<file path="src/rtl/xxh_pkg.sv">
// Package with the shared types, constants and helper functions of the nonce scanner.
package xxh_pkg;

    localparam logic [63:0] PRIME1 = 64'h9E3779B185EBCA87;
    localparam logic [63:0] PRIME2 = 64'hC2B2AE3D27D4EB4F;
    localparam logic [63:0] PRIME3 = 64'h165667B19E3779F9;
    localparam logic [63:0] PRIME4 = 64'h85EBCA77C2B2AE63;
    localparam logic [63:0] PRIME5 = 64'h27D4EB2F165667C5;
    localparam logic [63:0] MSG_LEN = 64'd12;
    localparam logic [32:0] RANGE_CAP = 33'h1_0000_0000;

    // Configuration register indexes.
    localparam logic [1:0] REG_PARENT_DIGEST = 2'd0;
    localparam logic [1:0] REG_NONCE_LIMIT = 2'd1;
    localparam logic [1:0] REG_TARGET = 2'd2;

    // One nonce handed from the front part to the hashing part.
    typedef struct packed {
        logic [31:0] nonce;
        logic        last;
        logic [63:0] lane;
        logic [63:0] target;
    } job_t;

    // Stages of the multiply sequence in the hashing engine.
    typedef enum logic [3:0] {
        ST_IDLE,
        ST_K1,
        ST_K2,
        ST_H1,
        ST_N1,
        ST_H2,
        ST_F1,
        ST_F2,
        ST_OUT
    } hash_state_t;

    // Little-endian value of the message bytes that hold the big-endian nonce.
    function automatic logic [63:0] nonce_word(input logic [31:0] n);
        nonce_word = {32'd0, n[7:0], n[15:8], n[23:16], n[31:24]};
    endfunction

    // Full 64-bit product of two 32-bit halves.
    function automatic logic [63:0] mul_lo(input logic [31:0] a_lo, input logic [31:0] b_lo);
        mul_lo = {32'd0, a_lo} * {32'd0, b_lo};
    endfunction

endpackage

</file>
<file path="src/rtl/xxh_front.sv">
// Front part: nonce counter, range check and hand-off of jobs to the queue.
module xxh_front
(
    input  logic              clk,
    input  logic              rst_n,
    input  logic              push,
    output logic              full,
    input  logic              restart,
    input  logic [63:0]       parent_digest,
    input  logic [32:0]       nonce_limit,
    input  logic [63:0]       target,
    output logic              job_valid,
    output xxh_pkg::job_t     job,
    input  logic              job_ready
);
    import xxh_pkg::*;

    logic [32:0] next_nonce_reg;
    logic [32:0] next_nonce_next;
    logic        finished_reg;
    logic        finished_next;
    logic [32:0] range;
    logic [32:0] cur;
    logic        active;
    logic        take;

    // The item is held back only when the queue cannot take a job.
    assign full = !job_ready;
    assign take = push && !full;

    assign range = (nonce_limit > RANGE_CAP) ? RANGE_CAP : nonce_limit;
    assign cur = restart ? 33'd0 : next_nonce_reg;
    assign active = restart || !finished_reg;

    // A job is issued for every accepted item that tests a nonce in range.
    assign job_valid = take && active && (cur < range);
    assign job.nonce = cur[31:0];
    assign job.last = ((cur + 33'd1) >= range);
    assign job.lane = parent_digest;
    assign job.target = target;

    // Counter update.
    always_comb
    begin
        next_nonce_next = next_nonce_reg;
        finished_next = finished_reg;
        if (take && active)
        begin
            if (cur >= range)
            begin
                next_nonce_next = cur;
                finished_next = 1'b1;
            end
            else
            begin
                next_nonce_next = cur + 33'd1;
                finished_next = job.last;
            end
        end
    end

    always_ff @(posedge clk or negedge rst_n)
    begin
        if (!rst_n)
        begin
            next_nonce_reg <= '0;
            finished_reg <= 1'b1;
        end
        else
        begin
            next_nonce_reg <= next_nonce_next;
            finished_reg <= finished_next;
        end
    end

endmodule

</file>
<file path="src/rtl/xxh_queue.sv">
// Short job queue between the front part and the hashing engine.
module xxh_queue
#(
    parameter int DEPTH = 4
)
(
    input  logic          clk,
    input  logic          rst_n,
    input  logic          wr_valid,
    input  xxh_pkg::job_t wr_data,
    output logic          wr_ready,
    output logic          rd_valid,
    output xxh_pkg::job_t rd_data,
    input  logic          rd_ready
);
    import xxh_pkg::*;

    localparam int AW = (DEPTH > 1) ? $clog2(DEPTH) : 1;

    job_t            mem_reg [DEPTH];
    logic [AW-1:0]   wr_ptr_reg;
    logic [AW-1:0]   rd_ptr_reg;
    logic [AW:0]     count_reg;
    logic            do_wr;
    logic            do_rd;

    assign wr_ready = (count_reg != AW'(0) + (AW+1)'(DEPTH));
    assign rd_valid = (count_reg != '0);
    assign rd_data = mem_reg[rd_ptr_reg];
    assign do_wr = wr_valid && wr_ready;
    assign do_rd = rd_valid && rd_ready;

    // Storage for the waiting jobs.
    always_ff @(posedge clk)
    begin
        if (do_wr)
        begin
            mem_reg[wr_ptr_reg] <= wr_data;
        end
    end

    // Pointers and fill count.
    always_ff @(posedge clk or negedge rst_n)
    begin
        if (!rst_n)
        begin
            wr_ptr_reg <= '0;
            rd_ptr_reg <= '0;
            count_reg <= '0;
        end
        else
        begin
            if (do_wr)
            begin
                wr_ptr_reg <= (wr_ptr_reg == AW'(DEPTH - 1)) ? '0 : wr_ptr_reg + AW'(1);
            end
            if (do_rd)
            begin
                rd_ptr_reg <= (rd_ptr_reg == AW'(DEPTH - 1)) ? '0 : rd_ptr_reg + AW'(1);
            end
            count_reg <= count_reg + (AW+1)'(do_wr) - (AW+1)'(do_rd);
        end
    end

endmodule

</file>
<file path="src/rtl/xxh_engine.sv">
// Back part: XXH64 of the 12-byte message on a shared 32x32 multiplier.
module xxh_engine
(
    input  logic          clk,
    input  logic          rst_n,
    input  logic          job_valid,
    input  xxh_pkg::job_t job,
    output logic          job_ready,
    output logic          empty,
    input  logic          pop,
    output logic [31:0]   nonce,
    output logic [63:0]   digest,
    output logic          is_winner,
    output logic          scan_done
);
    import xxh_pkg::*;

    hash_state_t state_reg;
    hash_state_t state_next;
    logic [1:0]  part_reg;
    logic [1:0]  part_next;
    job_t        job_reg;
    logic [63:0] h_reg;
    logic [63:0] h_next;
    logic [63:0] acc_reg;
    logic [63:0] acc_next;
    logic [63:0] op_a;
    logic [63:0] op_b;
    logic [31:0] mul_a;
    logic [31:0] mul_b;
    logic [63:0] mul_full;
    logic [63:0] prod;
    logic [63:0] pre_mul;
    logic        step_done;
    logic        load;

    // Multiplication operands per stage; each product is summed from three
    // 32x32 partial products, one per cycle.
    always_comb
    begin
        unique case (state_reg)
            ST_K1:   begin pre_mul = job_reg.lane; op_b = PRIME2; end
            ST_K2:   begin pre_mul = {h_reg[32:0], h_reg[63:33]}; op_b = PRIME1; end
            ST_H1:   begin pre_mul = {h_reg[36:0], h_reg[63:37]}; op_b = PRIME1; end
            ST_N1:   begin pre_mul = nonce_word(job_reg.nonce); op_b = PRIME1; end
            ST_H2:   begin pre_mul = {h_reg[40:0], h_reg[63:41]}; op_b = PRIME2; end
            ST_F1:   begin pre_mul = h_reg ^ (h_reg >> 33); op_b = PRIME2; end
            ST_F2:   begin pre_mul = h_reg ^ (h_reg >> 29); op_b = PRIME3; end
            default: begin pre_mul = '0; op_b = '0; end
        endcase
        op_a = pre_mul;
    end

    // Partial product for this cycle on the one multiplier: lo*lo, then lo*hi,
    // then hi*lo; the cross terms only reach the upper half.
    always_comb
    begin
        unique case (part_reg)
            2'd0:
            begin
                mul_a = op_a[31:0];
                mul_b = op_b[31:0];
            end
            2'd1:
            begin
                mul_a = op_a[31:0];
                mul_b = op_b[63:32];
            end
            default:
            begin
                mul_a = op_a[63:32];
                mul_b = op_b[31:0];
            end
        endcase
        mul_full = mul_lo(mul_a, mul_b);
        prod = (part_reg == 2'd0) ? mul_full : {mul_full[31:0], 32'd0};
    end

    assign step_done = (part_reg == 2'd2);
    assign load = (state_reg == ST_IDLE) && job_valid;
    assign job_ready = (state_reg == ST_IDLE);

    // Next state.
    always_comb
    begin
        state_next = state_reg;
        unique case (state_reg)
            ST_IDLE: if (job_valid) state_next = ST_K1;
            ST_K1:   if (step_done) state_next = ST_K2;
            ST_K2:   if (step_done) state_next = ST_H1;
            ST_H1:   if (step_done) state_next = ST_N1;
            ST_N1:   if (step_done) state_next = ST_H2;
            ST_H2:   if (step_done) state_next = ST_F1;
            ST_F1:   if (step_done) state_next = ST_F2;
            ST_F2:   if (step_done) state_next = ST_OUT;
            ST_OUT:  if (pop || !(h_reg < job_reg.target || job_reg.last))
                         state_next = ST_IDLE;
            default: state_next = ST_IDLE;
        endcase
    end

    // Data path: accumulate partial products, then fold into h. The lane
    // product is parked in h for one stage and then mixed into the seed.
    always_comb
    begin
        part_next = '0;
        acc_next = acc_reg;
        h_next = h_reg;
        if (load)
        begin
            h_next = PRIME5 + MSG_LEN;
            acc_next = '0;
        end
        else if (state_reg != ST_IDLE && state_reg != ST_OUT)
        begin
            part_next = step_done ? 2'd0 : part_reg + 2'd1;
            acc_next = step_done ? 64'd0 : acc_reg + prod;
            if (step_done)
            begin
                unique case (state_reg)
                    ST_K1:   h_next = acc_reg + prod;
                    ST_K2:   h_next = (PRIME5 + MSG_LEN) ^ (acc_reg + prod);
                    ST_H1:   h_next = acc_reg + prod + PRIME4;
                    ST_N1:   h_next = h_reg ^ (acc_reg + prod);
                    ST_H2:   h_next = acc_reg + prod + PRIME3;
                    ST_F1:   h_next = acc_reg + prod;
                    default:
                    begin
                        h_next = (acc_reg + prod) ^ ((acc_reg + prod) >> 32);
                    end
                endcase
            end
        end
    end

    always_ff @(posedge clk)
    begin
        if (load)
        begin
            job_reg <= job;
        end
    end

    always_ff @(posedge clk or negedge rst_n)
    begin
        if (!rst_n)
        begin
            state_reg <= ST_IDLE;
            part_reg <= '0;
            h_reg <= '0;
            acc_reg <= '0;
        end
        else
        begin
            state_reg <= state_next;
            part_reg <= part_next;
            acc_reg <= acc_next;
            h_reg <= h_next;
        end
    end

    // Result port: only winners and the final nonce are shown.
    assign empty = !(state_reg == ST_OUT && (h_reg < job_reg.target || job_reg.last));
    assign nonce = job_reg.nonce;
    assign digest = h_reg;
    assign is_winner = h_reg < job_reg.target;
    assign scan_done = job_reg.last;

endmodule

</file>
<file path="src/rtl/xxh64_nonce_threshold_scanner.sv">
// Top level of the XXH64 nonce scanner: registers, front part, job queue and engine.
// Each accepted item tests at most one nonce; for each nonce the hashing engine loads
// the job, performs seven 64-bit multiplications, each as three 32x32 partial products
// on one shared multiplier, and then presents or drops the outcome; it stays busy
// longer while a shown result waits to be popped. A job queue of QUEUE_DEPTH entries
// lets the counter run ahead of the engine, so input is only held off once the queue
// is full. Only winners and the final nonce of a scan produce a result item; other
// nonces leave no trace on the result side.
module xxh64_nonce_threshold_scanner
#(
    parameter int QUEUE_DEPTH = 4
)
(
    input  logic        clk,
    input  logic        rst_n,
    input  logic        push,
    output logic        full,
    input  logic        restart,
    output logic        empty,
    input  logic        pop,
    output logic [31:0] nonce,
    output logic [63:0] digest,
    output logic        is_winner,
    output logic        scan_done,
    input  logic        cfg_valid,
    output logic        cfg_ready,
    input  logic [1:0]  cfg_index,
    input  logic [63:0] cfg_data
);
    import xxh_pkg::*;

    logic [63:0] parent_digest_reg;
    logic [32:0] nonce_limit_reg;
    logic [63:0] target_reg;
    logic        fj_valid;
    job_t        fj;
    logic        fj_ready;
    logic        qj_valid;
    job_t        qj;
    logic        qj_ready;

    // Configuration registers.
    assign cfg_ready = 1'b1;
    always_ff @(posedge clk or negedge rst_n)
    begin
        if (!rst_n)
        begin
            parent_digest_reg <= '0;
            nonce_limit_reg <= '0;
            target_reg <= '0;
        end
        else if (cfg_valid)
        begin
            unique case (cfg_index)
                REG_PARENT_DIGEST: parent_digest_reg <= cfg_data;
                REG_NONCE_LIMIT:   nonce_limit_reg <= cfg_data[32:0];
                REG_TARGET:        target_reg <= cfg_data;
                default:           ;
            endcase
        end
    end

    xxh_front u_front
    (
        .clk           (clk),
        .rst_n         (rst_n),
        .push          (push),
        .full          (full),
        .restart       (restart),
        .parent_digest (parent_digest_reg),
        .nonce_limit   (nonce_limit_reg),
        .target        (target_reg),
        .job_valid     (fj_valid),
        .job           (fj),
        .job_ready     (fj_ready)
    );

    xxh_queue #(.DEPTH(QUEUE_DEPTH)) u_queue
    (
        .clk      (clk),
        .rst_n    (rst_n),
        .wr_valid (fj_valid),
        .wr_data  (fj),
        .wr_ready (fj_ready),
        .rd_valid (qj_valid),
        .rd_data  (qj),
        .rd_ready (qj_ready)
    );

    xxh_engine u_engine
    (
        .clk       (clk),
        .rst_n     (rst_n),
        .job_valid (qj_valid),
        .job       (qj),
        .job_ready (qj_ready),
        .empty     (empty),
        .pop       (pop),
        .nonce     (nonce),
        .digest    (digest),
        .is_winner (is_winner),
        .scan_done (scan_done)
    );

    // A shown result must be a winner or the end of a scan.
    assert property (@(posedge clk) disable iff (!rst_n) !empty |-> (is_winner || scan_done))
        else $error("result that is neither winner nor last");
    // A result that is not taken stays unchanged.
    assert property (@(posedge clk) disable iff (!rst_n)
        (!empty && !pop) |=> (!empty && $stable(digest) && $stable(nonce)))
        else $error("waiting result changed");
    // A shown result carries fully defined fields.
    assert property (@(posedge clk) disable iff (!rst_n)
        !empty |-> !$isunknown({nonce, digest, is_winner, scan_done}))
        else $error("result with unknown bits");

endmodule
</file>
<file path="config.mk">
export PLATFORM = sky130hd
export DESIGN_NAME = xxh64_nonce_threshold_scanner
export DESIGN_NICKNAME = d
export VERILOG_FILES = /design/src/rtl/xxh_pkg.sv /design/src/rtl/xxh_front.sv /design/src/rtl/xxh_queue.sv /design/src/rtl/xxh_engine.sv /design/src/rtl/xxh64_nonce_threshold_scanner.sv
export SDC_FILE = /design/constraint.sdc
export NUM_CORES = 2
export LEC_CHECK = 0
export BUFFER_PORTS_ARGS = -buffer_cell sky130_fd_sc_hd__buf_2
export CORE_UTILIZATION = 40
export CTS_BUF_LIST = sky130_fd_sc_hd__clkbuf_4 sky130_fd_sc_hd__clkbuf_8 sky130_fd_sc_hd__clkbuf_16
export CTS_CLUSTER_DIAMETER = 40
export DETAILED_ROUTE_END_ITERATION = 6
export REMOVE_ABC_BUFFERS = 1
export SKIP_LAST_GASP = 1
export SLEW_MARGIN = 30
export SYNTH_ARGS = -nofsm -noshare
export SYNTH_HDL_FRONTEND = slang
export SYNTH_SLANG_ARGS = --single-unit
</file>
<file path="constraint.sdc">
create_clock -name clk -period 17.4 [get_ports clk]
set_input_delay 0.87 -clock clk [delete_from_list [all_inputs] [get_ports clk]]
set_output_delay 0.87 -clock clk [all_outputs]
set_load 0.005 [all_outputs]
</file>
==> impl_metrics.sql <==
INSERT INTO impl_metrics (metric_group, metric, value, unit) VALUES
('outcome', 'status', 'complete, but fails checks', ''),
('outcome', 'failing_checks', 'design-rule violations', ''),
('setup_path', 'setup.worst_path.start_class', 'flip-flop', ''),
('clock_tree', 'root_buffer_selected_by_cts', 'sky130_fd_sc_hd__clkbuf_16', ''),
('global_route', 'number_of_antenna_violations_at_the_first_check_in_global_routing', '19', ''),
('yosys', 'synth.cell_area', '87800', 'µm²'),
('final_layout', 'finalNetCount', '9381', ''),
('sta', 'worst-slew-pin-transition', '1080', 'ps'),
('clock_tree', 'tritoncts_clock_tree', 'yes', ''),
('setup_path', 'required_worst_endpoint', '18070', 'ps'),
('clock_tree', 'number_of_levels_in_the_clock_h_tree', '4', ''),
('sta', 'post-route-worst-setup-slack', '591', 'ps'),
('final_layout', 'largest_reg_flops', '644', ''),
('sta', 'timing.clock.skew', '58.9', 'ps'),
('floorplan', 'die_y', '471', 'µm'),
('detailed_routing', 'antenna_violating_nets_post_route', '0', ''),
('floorplan', 'die_width', '471', 'µm'),
('sta', 'final_min_period_over_clock_period', '0.966', ''),
('job', 'timing.max_cap.violations', '0', ''),
('detailed_routing', 'post-route-drc-count', '1', ''),
('sta', 'holdWs', '304', 'ps'),
('global_route', 'grt_usage', '0.303', ''),
('setup_path', 'crit_slowest_cell', 'sky130_fd_sc_hd__xor2_1', ''),
('sta', 'worst_slew_margin_relative_to_its_limit', '0.280', ''),
('floorplan', 'coreArea', '218000', 'µm²'),
('placed_design', 'port_buffers', '171', ''),
('yosys', 'synth.yosys.seq_area_share', '0.371', ''),
('final_layout', 'post_route_cells_drive_above_1_share', '0.140', ''),
('yosys', 'netlist.area_leader.share', '0.275', ''),
('setup_path', 'critical_path_end_type', 'flip-flop', ''),
('final_layout', 'area.growth.synth_to_final', '11.6', '%'),
('yosys', 'yosysUniqueCellTypes', '108', ''),
('clock_tree', 'clk_pin_slew_worst_paths', '60', 'ps'),
('global_route', 'grt_pass1_vias', '66412', ''),
('detailed_routing', 'detail_route.wirelength', '336', 'mm'),
('detailed_routing', 'dr.first_iter.drc_count', '7025', ''),
('yosys', 'synth_area_leaders', 'sky130_fd_sc_hd__edfxtp_1, sky130_fd_sc_hd__fa_1, sky130_fd_sc_hd__dfrtp_1, sky130_fd_sc_hd__ha_1, sky130_fd_sc_hd__inv_1', ''),
('floorplan', 'pin_count', '173', ''),
('sta', 'setup_viol', '0', ''),
('placed_design', 'place_congestion', '1.03', ''),
('setup_path', 'crit_family', 'adder cells', ''),
('sta', 'timing_hold_violations_final', '0', ''),
('clock_tree', 'worstSkewPairLatency', '820', 'ps'),
('yosys', 'synth_ff_type', 'sky130_fd_sc_hd__edfxtp_1', ''),
('hold_path', 'worstHoldPathType', 'primary input to flip-flop', ''),
('floorplan', 'std_cell_rows', '171', ''),
('yosys', 'asyncSetResetFlopFracSynth', '0.294', ''),
('setup_path', 'critical_path_peak_fanout', '24', ''),
('placed_design', 'dpl.cell_count', '10605', ''),
('clock_tree', 'cts-buffers-inserted', '147', ''),
('placed_design', 'place_worst_setup_slack', '850', 'ps'),
('yosys', 'ys.warnings.count', '0', ''),
('global_route', 'grt_start_max_net_pins', '121', ''),
('sta', 'fin_setup_tns', '0', 'ps'),
('setup_path', 'arrival', '17480', 'ps'),
('sta', 'fmax', '59.5', 'MHz'),
('setup_path', 'critPathKind', 'flip-flop to flip-flop', ''),
('yosys', 'syn_area_cell', '11.3', 'µm²'),
('placed_design', 'post-dp-hpwl', '258', 'mm'),
('setup_path', 'cp.buffers_inverters', '9', ''),
('setup_path', 'critical_path.max_stage_delay', '700', 'ps'),
('floorplan', 'die_area', '221000', 'µm²'),
('clock_tree', 'cts_max_path_buffers', '3', ''),
('sta', 'slew_viol_final', '0', ''),
('global_route', 'grt_pass1_wl', '481', 'mm'),
('detailed_routing', 'drt-vias-per-instance', '5.92', ''),
('detailed_routing', 'num_vias', '64464', ''),
('sta', 'unrepaired_setup_endpoints_after_global_routing', 'true', ''),
('detailed_routing', 'drt_first_pass_iters', '7', ''),
('setup_path', 'cell_with_the_most_instances_on_the_worst_path', 'sky130_fd_sc_hd__fa_1', ''),
('yosys', 'netlist_instances', '7765', '');
[what timing repair did]
action,in CTS,in global routing
resized for setup,0,5
endpoints found under the hold margin,47,0
buffers inserted,0,0
setup endpoints to repair,0,12
hold buffers,1,0
[stage by stage]
stage / instance area, µm² / utilization
detailed placement: 92600 / 0.426
floorplan: 86100 / -
global route: 98000 / 0.450
global placement: 92500 / 0.425
finish: 98000 / 0.450
CTS: 97800 / 0.450
[placed cells by master (no fill, tap or decap), drive strengths merged, types with 44 or more instances in the layout]
cell and n:
mux2 167, clkbuf 188, edfxtp 805, dfrtp 335, a21o 112, nand3 92, xnor2 160, a21oi 325
a221oi 52, fa 898, ha 504, nand2 700, xor2 119, nand4 76, and3 44, and2 47
nor2 548, o21ai 290, a22o 69, buf 394, nor3 59, mux4 161, nor2b 73, inv 1061
a22oi 113, nand2b 46, clkinv 61
[layer usage]
metal,global-route usage,share of wire
met2,0.458,0.44
met3,0.0714,0.093
met5,0,0
met1,0.385,0.39
met4,0.208,0.083
[logic make-up (layout without fill, tap and decap cells)]
| group | Yosys count | after routing | share of synthesized area |
|---|---|---|---|
| multiplexers | 355 | 355 | 0.0658 |
| AO/OA/AOI/OAI | 1354 | 1354 | 0.104 |
| other | 1 | 5 | 0.0000427 |
| buffers and inverters | 1462 | 1726 | 0.0642 |
| adder cells (fa/ha/maj) | 1402 | 1402 | 0.277 |
| AND/OR/NAND/NOR | 1771 | 1773 | 0.0898 |
| flip-flops | 1141 | 1141 | 0.371 |
| XOR/XNOR | 279 | 279 | 0.0281 |
[cell type report]
class | instances | area [µm²]
clock inverters | 86 | 1110
fillers | 20164 | 120000
well taps | 2854 | 3570
inverters | 1057 | 3990
multi-input cells | 5164 | 50000
diodes | 4 | 10.0
repair buffers | 396 | 2690
clock buffers | 187 | 4080
flip-flops and latches | 1141 | 32600
[final timing paths]
| check | start | end | slack (ps) | depth (start not counted) |
|---|---|---|---|---|
| setup / recovery | u_engine.state_reg[1]$_DFFE_PN0P_ | u_engine.digest[63]$_DFFE_PN0P_ | 590 | 53 |
| hold / removal | cfg_data[34] | parent_digest_reg[34]$_DFFE_PN0P_ | 300 | 2 |
| setup reg to reg | u_engine.state_reg[1]$_DFFE_PN0P_ | u_engine.digest[63]$_DFFE_PN0P_ | 590 | 53 |
| hold reg to reg | parent_digest_reg[13]$_DFFE_PN0P_ | u_queue.mem_reg[3][77]$_DFFE_PP_ | 490 | 0 |
| max in group asynchronous | rst_n | u_front.next_nonce_reg[29]$_DFFE_PN0P_ | 14630 | 4 |
| min in group asynchronous | rst_n | target_reg[37]$_DFFE_PN0P_ | 600 | 2 |
Power is left out: the tool's default activity adds up to more than one toggle a clock period on the data nets, which glitch-free logic cannot reach.
